===== src/faru_pkg.sv =====
// ----------------------------------------------------------------------------
// Fraction ALU package
// Operation codes and the default operand width shared by the fraction ALU modules.
// ----------------------------------------------------------------------------
package faru_pkg;

   localparam int OperandWidth = 16;

   typedef enum logic [1:0] {
      OP_ADD = 2'd0,
      OP_SUB = 2'd1,
      OP_MUL = 2'd2,
      OP_DIV = 2'd3
   } op_type;

endpackage


===== src/fraction_alu_with_reduction_unit.sv =====
// ----------------------------------------------------------------------------
// Fraction ALU with reduction
// Adds, subtracts, multiplies or divides two signed fractions and reduces the
// result by the gcd of the magnitudes.
//
//   channel  dir  tdata fields (low bit first)
//   req_     in   kind, a_num, a_den, b_num, b_den
//   rsp_     out  raw_num, raw_den, low_num, low_den, status
//
// One beat takes an accept step, two (multiply, divide) or three (add,
// subtract) product steps on a shared multiplier, k Euclid steps on the
// shared divider, two final divisions on the same divider and an output
// step. A zero denominator skips gcd and division.
// Ready is low while a beat is in work; a held result waits in the output
// register until taken. Reset is synchronous; no clearing pass.
// ----------------------------------------------------------------------------
module fraction_alu_with_reduction_unit
   import faru_pkg::*;
#(
   parameter int OPERAND_WIDTH = OperandWidth
) (
   input  logic clock,
   input  logic reset,
   input  logic req_tvalid,
   output logic req_tready,
   // kind, a_num, a_den, b_num, b_den
   input  logic [((4 * OPERAND_WIDTH + 2 + 7) / 8) * 8 - 1:0] req_tdata,
   output logic rsp_tvalid,
   input  logic rsp_tready,
   // raw_num, raw_den, low_num, low_den, status
   output logic [((4 * (2 * OPERAND_WIDTH + 1) + 1 + 7) / 8) * 8 - 1:0] rsp_tdata
);

   localparam int OW = OPERAND_WIDTH;
   localparam int RW = 2 * OW + 1;
   localparam int PW = ((4 * RW + 1 + 7) / 8) * 8;

   typedef enum logic [3:0] {
      S_IDLE, S_P0, S_P1, S_P2, S_GCD, S_GWAIT, S_DN, S_DNW, S_DD, S_DDW, S_OUT
   } state_type;

   state_type     state_ff;
   op_type        kind_ff;
   logic signed [OW-1:0] an_ff, ad_ff, bn_ff, bd_ff;
   logic signed [RW-1:0] p_ff;
   logic signed [RW-1:0] rn_ff, rd_ff, ln_ff, ld_ff;
   logic [RW-1:0] gx_ff, gy_ff;
   logic          zero_ff;
   logic          ovalid_ff;
   logic [PW-1:0] odata_ff;

   // shared multiplier
   logic signed [OW-1:0] mul_a, mul_b;
   logic signed [2*OW-1:0] mul_p;
   logic signed [RW-1:0] sum_val;
   assign mul_p = mul_a * mul_b;
   assign sum_val = (kind_ff == OP_SUB) ? p_ff - RW'(mul_p) : p_ff + RW'(mul_p);

   always_comb begin
      mul_a = an_ff;
      mul_b = bd_ff;
      case (state_ff)
         S_P0: begin
            mul_a = an_ff;
            mul_b = (kind_ff == OP_MUL) ? bn_ff : bd_ff;
         end
         S_P1: begin
            mul_a = ad_ff;
            mul_b = (kind_ff == OP_DIV) ? bn_ff : bd_ff;
         end
         S_P2: begin
            mul_a = ad_ff;
            mul_b = bn_ff;
         end
         default: begin
            mul_a = an_ff;
            mul_b = bd_ff;
         end
      endcase
   end

   // shared divider: gcd remainders and final quotients
   logic          div_start;
   logic [RW-1:0] div_a, div_b, div_q;
   logic          div_done;
   logic [RW-1:0] rem_val;
   logic [RW-1:0] mag_rn, mag_rd;

   assign mag_rn = rn_ff[RW-1] ? RW'(-rn_ff) : RW'(rn_ff);
   assign mag_rd = rd_ff[RW-1] ? RW'(-rd_ff) : RW'(rd_ff);

   always_comb begin
      div_start = 1'b0;
      div_a     = gx_ff;
      div_b     = gy_ff;
      case (state_ff)
         S_GCD: div_start = 1'b1;
         S_DN: begin
            div_start = 1'b1;
            div_a     = mag_rn;
            div_b     = gx_ff;
         end
         S_DD: begin
            div_start = 1'b1;
            div_a     = mag_rd;
            div_b     = gx_ff;
         end
         default: div_start = 1'b0;
      endcase
   end

   faru_divider #(.W(RW)) u_div (
      .clock     (clock),
      .reset     (reset),
      .start     (div_start),
      .dividend  (div_a),
      .divisor   (div_b),
      .done      (div_done),
      .quotient  (div_q),
      .remainder (rem_val)
   );

   assign req_tready = (state_ff == S_IDLE);
   assign rsp_tvalid = ovalid_ff;
   assign rsp_tdata  = odata_ff;

   always_ff @(posedge clock) begin
      if (reset) begin
         state_ff  <= S_IDLE;
         ovalid_ff <= 1'b0;
      end else begin
         if (state_ff == S_OUT && (!ovalid_ff || rsp_tready)) begin
            ovalid_ff <= 1'b1;
         end else if (rsp_tvalid && rsp_tready) begin
            ovalid_ff <= 1'b0;
         end
         case (state_ff)
            S_IDLE: begin
               if (req_tvalid) begin
                  kind_ff  <= op_type'(req_tdata[1:0]);
                  an_ff    <= req_tdata[2 +: OW];
                  ad_ff    <= req_tdata[2 + OW +: OW];
                  bn_ff    <= req_tdata[2 + 2 * OW +: OW];
                  bd_ff    <= req_tdata[2 + 3 * OW +: OW];
                  state_ff <= S_P0;
               end
            end
            S_P0: begin
               p_ff     <= RW'(mul_p);
               state_ff <= S_P1;
            end
            S_P1: begin
               rd_ff <= RW'(mul_p);
               gy_ff <= mul_p[2*OW-1] ? RW'(-RW'(mul_p)) : RW'(mul_p);
               if (kind_ff == OP_ADD || kind_ff == OP_SUB) begin
                  state_ff <= S_P2;
               end else begin
                  rn_ff    <= p_ff;
                  gx_ff    <= p_ff[RW-1] ? RW'(-p_ff) : RW'(p_ff);
                  zero_ff  <= (mul_p == '0);
                  state_ff <= (mul_p == '0) ? S_OUT : S_GCD;
               end
            end
            S_P2: begin
               rn_ff    <= sum_val;
               gx_ff    <= sum_val[RW-1] ? RW'(-sum_val) : RW'(sum_val);
               zero_ff  <= (rd_ff == '0);
               state_ff <= (rd_ff == '0) ? S_OUT : S_GCD;
            end
            S_GCD: begin
               // x and y hold the current Euclid pair
               state_ff <= S_GWAIT;
            end
            S_GWAIT: begin
               if (div_done) begin
                  if (rem_val == '0) begin
                     gx_ff    <= gy_ff;
                     state_ff <= S_DN;
                  end else begin
                     gx_ff    <= gy_ff;
                     gy_ff    <= rem_val;
                     state_ff <= S_GCD;
                  end
               end
            end
            S_DN: state_ff <= S_DNW;
            S_DNW: begin
               if (div_done) begin
                  ln_ff    <= rn_ff[RW-1] ? RW'(-div_q) : div_q;
                  state_ff <= S_DD;
               end
            end
            S_DD: state_ff <= S_DDW;
            S_DDW: begin
               if (div_done) begin
                  ld_ff    <= rd_ff[RW-1] ? RW'(-div_q) : div_q;
                  state_ff <= S_OUT;
               end
            end
            S_OUT: begin
               if (!ovalid_ff || rsp_tready) begin
                  odata_ff  <= PW'({zero_ff,
                                    zero_ff ? rd_ff : ld_ff,
                                    zero_ff ? rn_ff : ln_ff,
                                    rd_ff, rn_ff});
                  state_ff  <= S_IDLE;
               end
            end
            default: state_ff <= S_IDLE;
         endcase
      end
   end

   unused_check: assert property (@(posedge clock) disable iff (reset)
      (req_tready |-> state_ff == S_IDLE))
      else $error("ready outside idle");

   a_no_accept_busy: assert property (@(posedge clock) disable iff (reset)
      (req_tvalid && req_tready) |=> !req_tready)
      else $error("accepted a beat while busy");

   a_zero_passthru: assert property (@(posedge clock) disable iff (reset)
      (rsp_tvalid && rsp_tdata[4*RW]) |-> rsp_tdata[RW +: RW] == '0)
      else $error("zero status with nonzero denominator");

endmodule


===== src/faru_divider.sv =====
// ----------------------------------------------------------------------------
// Fraction ALU restoring divider
// Unsigned radix-2 divider, one quotient bit per cycle.
// ----------------------------------------------------------------------------
module faru_divider
   import faru_pkg::*;
#(
   parameter int W = 2 * OperandWidth + 1
) (
   input  logic         clock,
   input  logic         reset,
   input  logic         start,
   input  logic [W-1:0] dividend,
   input  logic [W-1:0] divisor,
   output logic         done,
   output logic [W-1:0] quotient,
   output logic [W-1:0] remainder
);

   localparam int CW = $clog2(W + 1);

   logic [W-1:0]  quo_ff, quo_in;
   logic [W-1:0]  rem_ff, rem_in;
   logic [W-1:0]  dsr_ff, dsr_in;
   logic [CW-1:0] cnt_ff, cnt_in;
   logic          busy_ff, busy_in;
   logic          done_ff, done_in;
   logic [W:0]    trial;
   logic [W:0]    diff;

   assign trial = {rem_ff, quo_ff[W-1]};
   assign diff  = trial - {1'b0, dsr_ff};

   always_comb begin
      quo_in  = quo_ff;
      rem_in  = rem_ff;
      dsr_in  = dsr_ff;
      cnt_in  = cnt_ff;
      busy_in = busy_ff;
      done_in = 1'b0;
      if (start) begin
         quo_in  = dividend;
         rem_in  = '0;
         dsr_in  = divisor;
         cnt_in  = CW'(W);
         busy_in = 1'b1;
      end else if (busy_ff) begin
         if (!diff[W]) begin
            rem_in = diff[W-1:0];
            quo_in = {quo_ff[W-2:0], 1'b1};
         end else begin
            rem_in = trial[W-1:0];
            quo_in = {quo_ff[W-2:0], 1'b0};
         end
         cnt_in = cnt_ff - 1'b1;
         if (cnt_ff == CW'(1)) begin
            busy_in = 1'b0;
            done_in = 1'b1;
         end
      end
   end

   always_ff @(posedge clock) begin
      quo_ff <= quo_in;
      rem_ff <= rem_in;
      dsr_ff <= dsr_in;
      cnt_ff <= cnt_in;
      if (reset) begin
         busy_ff <= 1'b0;
         done_ff <= 1'b0;
      end else begin
         busy_ff <= busy_in;
         done_ff <= done_in;
      end
   end

   assign done      = done_ff;
   assign quotient  = quo_ff;
   assign remainder = rem_ff;

endmodule


===== config.mk =====
export PLATFORM = sky130hd
export DESIGN_NAME = fraction_alu_with_reduction_unit
export DESIGN_NICKNAME = d
export VERILOG_FILES = /design/src/faru_pkg.sv /design/src/fraction_alu_with_reduction_unit.sv /design/src/faru_divider.sv
export SDC_FILE = /design/constraint.sdc
export NUM_CORES = 2
export LEC_CHECK = 0
export ABC_AREA = 1
export BUFFER_PORTS_ARGS = -buffer_cell sky130_fd_sc_hd__buf_2
export CAP_MARGIN = 20
export CORE_ASPECT_RATIO = 1.1
export CORE_UTILIZATION = 48
export DETAILED_ROUTE_END_ITERATION = 16
export PLACE_DENSITY = 0.65
export SLEW_MARGIN = 10
export SYNTH_ARGS = -nofsm -noshare
export SYNTH_HDL_FRONTEND = slang
export SYNTH_SLANG_ARGS = --single-unit

===== constraint.sdc =====
create_clock -name clock -period 23 [get_ports clock]
set_input_delay 2.3 -clock clock [delete_from_list [all_inputs] [get_ports clock]]
set_output_delay 2.3 -clock clock [all_outputs]
set_load 0.01 [all_outputs]

* Word-level counts from Yosys, hierarchy flattened
Index checks and enable logic that the tools add are counted. Widths: inputs -> output; s select.
Operators by class: $add $sub $neg 10, multiply operators 1, divide/modulo/power cells 0, $lt $le $gt $ge 0, equal/unequal tests 21, shift operators 0, multiplexer cells 47, bitwise logic cells 2, reductions and logical operators 29
Operator list (number):
- $mux 33 | 19
- $pmux 33 s2 | 3
- $neg 32->33 | 3
- $neg 33->33 | 3
- $pmux 33 s3 | 1
- $logic_not 33->1 | 2
- $mux 16 | 3
- $pmux 16 s3 | 1
- $pmux 4 s11 | 1
- $sub 34x33->34 | 1
- $add 32x32->33 | 1
- $sub 32x32->33 | 1
- $logic_not 32->1 | 1
- $mul 16x16->32 | 1
- $mux 4 | 8
- $eq 4x3->1 const B | 4
- $reduce_and 3->1 | 5
- $eq 4x4->1 const B | 3
- $mux 1 | 9
- $eq 4x2->1 const B | 2
- $ne 2x1->1 const B | 4
- $reduce_and 4->1 | 2
- $reduce_bool 2->1 | 4
- $eq 6x1->1 const B | 1
- 18 further kinds | 27
Word-level totals: register bits after elaboration 541, bits in latches 0, bits in writable memories 0, bits in read-only memories 0, logic and storage cells 132, memories kept 0

* Depth between registers and ports, before layout
depth after elaboration 9, depth in mapped cells 66

* Modules after synthesis
A second synthesis with hierarchy kept.
Unflattened totals: cells, all modules 5387, area, all modules 42669.7 um^2
Modules (own cells, without submodules):
- fraction_alu_with_reduction_unit | times used 1, cells an instance 4344, area each 35506.6 um^2, sequential area each 12952.4 um^2
- faru_divider | times used 1, cells an instance 1043, area each 7163.1 um^2, sequential area each 2802.7 um^2

* Least setup slack after synthesis
No wires, ideal clock.
path kind input to register, from input port reset, to register odata_ff[0] (netlist: rsp_tdata[0]) (enable), arrival 11.407 ns, required time 22.213 ns, slack 10.806 ns, stages on the path 1, cells stage by stage nor3_1
Between the ends: word-level cells in the longest chain between the ends 2
RTL lines:
- start: declaration | line fraction_alu_with_reduction_unit.sv:23 | input logic reset,
- $not 1->1 (no source line)
- $reduce_and 3->1 (no source line)
- end signal: assignment | line fraction_alu_with_reduction_unit.sv:202 | odata_ff <= PW'({zero_ff,
- end: declaration | line fraction_alu_with_reduction_unit.sv:50 | logic [PW-1:0] odata_ff;
No other way between the ends. A chain may end at the register's enable or synchronous reset.

* Final worst setup path
from register state_ff[2], to register gx_ff[32] (data pin)
Between the ends: word-level cells in the longest chain between the ends 9, elaborated cells between the ends (all ways) 14, classes of those cells 3 x add/sub; 1 x mul; 4 x eq/ne; 5 x mux; 1 x reduce/logical
RTL lines:
- start: declaration | line fraction_alu_with_reduction_unit.sv:42 | state_type state_ff;
- start signal: assignment | line fraction_alu_with_reduction_unit.sv:161 | state_ff <= (mul_p == '0) ? S_OUT : S_GCD;
- start signal: assignment | line fraction_alu_with_reduction_unit.sv:168 | state_ff <= (rd_ff == '0) ? S_OUT : S_GCD;
- $eq 4x2->1 | line fraction_alu_with_reduction_unit.sv:62 | case (state_ff)
- $reduce_or 2->1 (no source line)
- $mux 16 | line fraction_alu_with_reduction_unit.sv:62
- $mul 16x16->32 * | line fraction_alu_with_reduction_unit.sv:56 | assign mul_p = mul_a * mul_b;
- net mul_p[24] | line fraction_alu_with_reduction_unit.sv:54 | logic signed [2*OW-1:0] mul_p;
- $add 32x32->33 or $sub 32x32->33 (tied branches) | line fraction_alu_with_reduction_unit.sv:57 | assign sum_val = (kind_ff == OP_SUB) ? p_ff - RW'(mul_p) : p_ff + RW'(mul_p);
- $mux 33 * | line fraction_alu_with_reduction_unit.sv:57
- $neg 33->33 | line fraction_alu_with_reduction_unit.sv:166 | gx_ff <= sum_val[RW-1] ? RW'(-sum_val) : RW'(sum_val);
- $mux 33 * | line fraction_alu_with_reduction_unit.sv:166
- $pmux 33 s3 * | line fraction_alu_with_reduction_unit.sv:137 | case (state_ff)
- end signal: assignment | line fraction_alu_with_reduction_unit.sv:166
- end signal: assignment | line fraction_alu_with_reduction_unit.sv:177 | gx_ff <= gy_ff;
- end signal: assignment | line fraction_alu_with_reduction_unit.sv:180 | gx_ff <= gy_ff;
- end: declaration | line fraction_alu_with_reduction_unit.sv:47 | logic [RW-1:0] gx_ff, gy_ff;
The timed path passes the listed nets; every way through them passes the cells marked *.

==> results.sh <==
export IMPL_rows=114
export IMPL_port_buffers=204
export IMPL_area_taken_by_multi_input_logic_gates_um2=22900
export IMPL_post_cts_setup_buffer_count=0
export IMPL_yosysWarnings=0
export IMPL_synth_edf_count=494
export IMPL_final_nets=6068
export IMPL_tritoncts_num_buffers=58
export IMPL_ctsHoldBuffers=0
export IMPL_layout_worst_path_cycle_share_pct=54.5
export IMPL_worst_ep_arrival_time_ns=13.01
export IMPL_final_wirelength_mm=145
export IMPL_clk_transition_reported_paths_ns=0.06
export IMPL_end_kind="flip-flop"
export IMPL_synth_largest_area_cell="edfxtp_1"
export IMPL_cts_tree="done"
export IMPL_critical_path_slowest_cell="inv_1"
export IMPL_maxSlewViolCount=0
export IMPL_timing_worst_setup_path_type="reg2reg"
export IMPL_slew_headroom_pct=22.6
export IMPL_final_fill_count=8437
export IMPL_proportion_of_layout_cells_with_a_drive_suffix_above_1_pct=9.84
export IMPL_core_region_area_um2=88100
export IMPL_number_of_antenna_violations_at_the_first_check_in_global_routing=3
export IMPL_cts_sinks=540
export IMPL_syn_cell_area_um2=42900
export IMPL_final_critical_path_required_period_ns=12.52
export IMPL_report_final_setup_viol=0
export IMPL_yosys_top_cells_count="nand2_1, inv_1, nor2_1"
export IMPL_run_status="complete, no violations"
export IMPL_ctsResizeCount=0
export IMPL_synthDistinctLibCells=66
export IMPL_layout_area_overhead_vs_synth_pct=10.2
export IMPL_wire_per_inst_um=21.4
export IMPL_finalClockSkew_ns=0.0333
export IMPL_insertion_delay_ns=0.65
export IMPL_first_global_vias=36000
export IMPL_drc_errors=0
export IMPL_grt_resource_usage_total_pct=32.2
export IMPL_ys_seq_area_share_pct=36.7
export IMPL_grt_overflow=0
export IMPL_die_height_um=315
export IMPL_hold_class="reg2reg"
export IMPL_synth_area_top_cells="edfxtp_1, fa_1, nand2_1"
export IMPL_yosys_cell_count_top_type="nand2_1"
export IMPL_dr_total_vias=37300
export IMPL_antenna_violating_nets_post_route=0
export IMPL_dp_hpwl_mm=116
export IMPL_tns_ns=0
export IMPL_max_cap_violations=0
export IMPL_grt_setup_unrepaired="no"
export IMPL_fp_dieArea_um2=90500
export IMPL_async_reset_ff_share_pct=0
export IMPL_layout_area_seq_um2=15800
export IMPL_grt_start_max_net_pins=91
export IMPL_synthesis_instances=5397
export IMPL_synth_seq_cells=540
export IMPL_critPathRequiredTime_ns=23.49
export IMPL_start_kind="flip-flop"
export IMPL_floorplan_initialDensity_pct=48.6
export IMPL_clk_path_buf_depth=3
export IMPL_biggest_cell_delay_along_the_critical_path_ns=0.69
export IMPL_vias_per_cell=5.50
export IMPL_worst_pin_slew_ns=1.15
export IMPL_io_pin_count=214
export IMPL_area_share_of_the_largest_cell_type_after_synthesis_pct=34.6
export IMPL_cts_max_level=2
export IMPL_max_clock_freq_mhz=79.8
export IMPL_finalWeightedCongestion=1.04
export IMPL_finish_utilization_pct=53.6
export IMPL_grt_first_pass_wirelength_mm=217
export IMPL_drt_iter0_markers=3354
export IMPL_first_pass_iters=6
export IMPL_critical_path_peak_fanout=29
export IMPL_finalHoldViolCount=0
export IMPL_largest_register_ffs=132
export IMPL_synth_main_ff_cell="edfxtp_1"
export IMPL_die_width_um=287
export IMPL_clock_tree_root_cell="clkbuf_16"
export IMPL_syn_area_per_cell_um2=7.95
[cells in the final DEF, fill, tap and decap left out, types with 35 or more instances in the layout]
| cell type | instances |
|---|---|
| nor2_2 | 35 |
| o21ai_0 | 279 |
| nand3_1 | 280 |
| buf_4 | 50 |
| o21ai_1 | 38 |
| ha_1 | 157 |
| fa_1 | 264 |
| clkbuf_16 | 59 |
| nor2_1 | 513 |
| dfxtp_1 | 46 |
| xor2_1 | 56 |
| nand2_1 | 1382 |
| a21oi_1 | 246 |
| edfxtp_1 | 494 |
| nor3_1 | 57 |
| nand4_1 | 103 |
| inv_1 | 946 |
| buf_2 | 204 |
| nand2_2 | 43 |
[cells by family (layout without fill, tap and decap cells)]
group | count (synthesis) | after routing | share of synthesized area (%)
buffers and inverters | 1126 | 1345 | 10.0
AOI/OAI and AO/OA | 681 | 681 | 8.73
adders and majority gates | 421 | 421 | 16.9
and+or+nand+nor | 2516 | 2516 | 25.1
muxes | 26 | 26 | 0.683
xor gates and xnor gates | 86 | 86 | 1.80
DFF | 540 | 540 | 36.7
other | 1 | 5 | 0.00874
[worst max-delay path, delay by kind of cell, from the launching register on]
| kind | cells | cell delay [ns] |
|---|---|---|
| AND/OR/NAND/NOR | 27 | 4.09 |
| flip-flops | 1 | 0.37 |
| XOR/XNOR | 1 | 0.46 |
| adder cells (fa/ha/maj) | 8 | 4.02 |
| AO/OA/AOI/OAI | 5 | 1.32 |
| buffers and inverters | 10 | 2.05 |
[stage by stage]
stage	instances	instance area (um^2)	hold slack, ns	worst slack [ns]
2_1_floorplan	5399	42900	0.424	10.81
3_3_place_gp	6669	45200	0.461	10.92
3_5_place_dp	6669	45200	0.468	10.73
4_1_cts	6776	47200	0.478	10.68
5_1_grt	6779	47200	0.496	9.92
6_report	6780	47200	0.478	10.48
[metal layers]
metal	share of wire, %	track usage, %	vias up
met5	0	0	-
met2	48	55.4	1530
li1	-	-	17700
met1	38	38.6	17700
met3	6.4	3.22	391
met4	7.5	20.6	0
[layout make-up]
type,count,share of cell area [%]
clock buffers,68,3.26
multi-input cells,3733,48.5
clock inverters,39,0.948
inverters,982,7.81
flip-flops and latches,540,33.3
well taps,1160,3.07
repair buffers,256,3.02
diodes,2,0.0106
[path summary, 6_finish.rpt]
| path | cells after the start | endpoint | from | slack, ns |
|---|---|---|---|---|
| max | 51 | gx_ff[32] | state_ff[2] | 10.48 |
| min | 2 | u_div.remainder[10] | u_div.remainder[10] | 0.48 |
| max reg2reg | 51 | gx_ff[32] | state_ff[2] | 10.48 |
| min reg2reg | 2 | u_div.remainder[10] | u_div.remainder[10] | 0.48 |
Power is left out: the tool's default activity adds up to more than one toggle a clock period on the data nets, which glitch-free logic cannot reach.
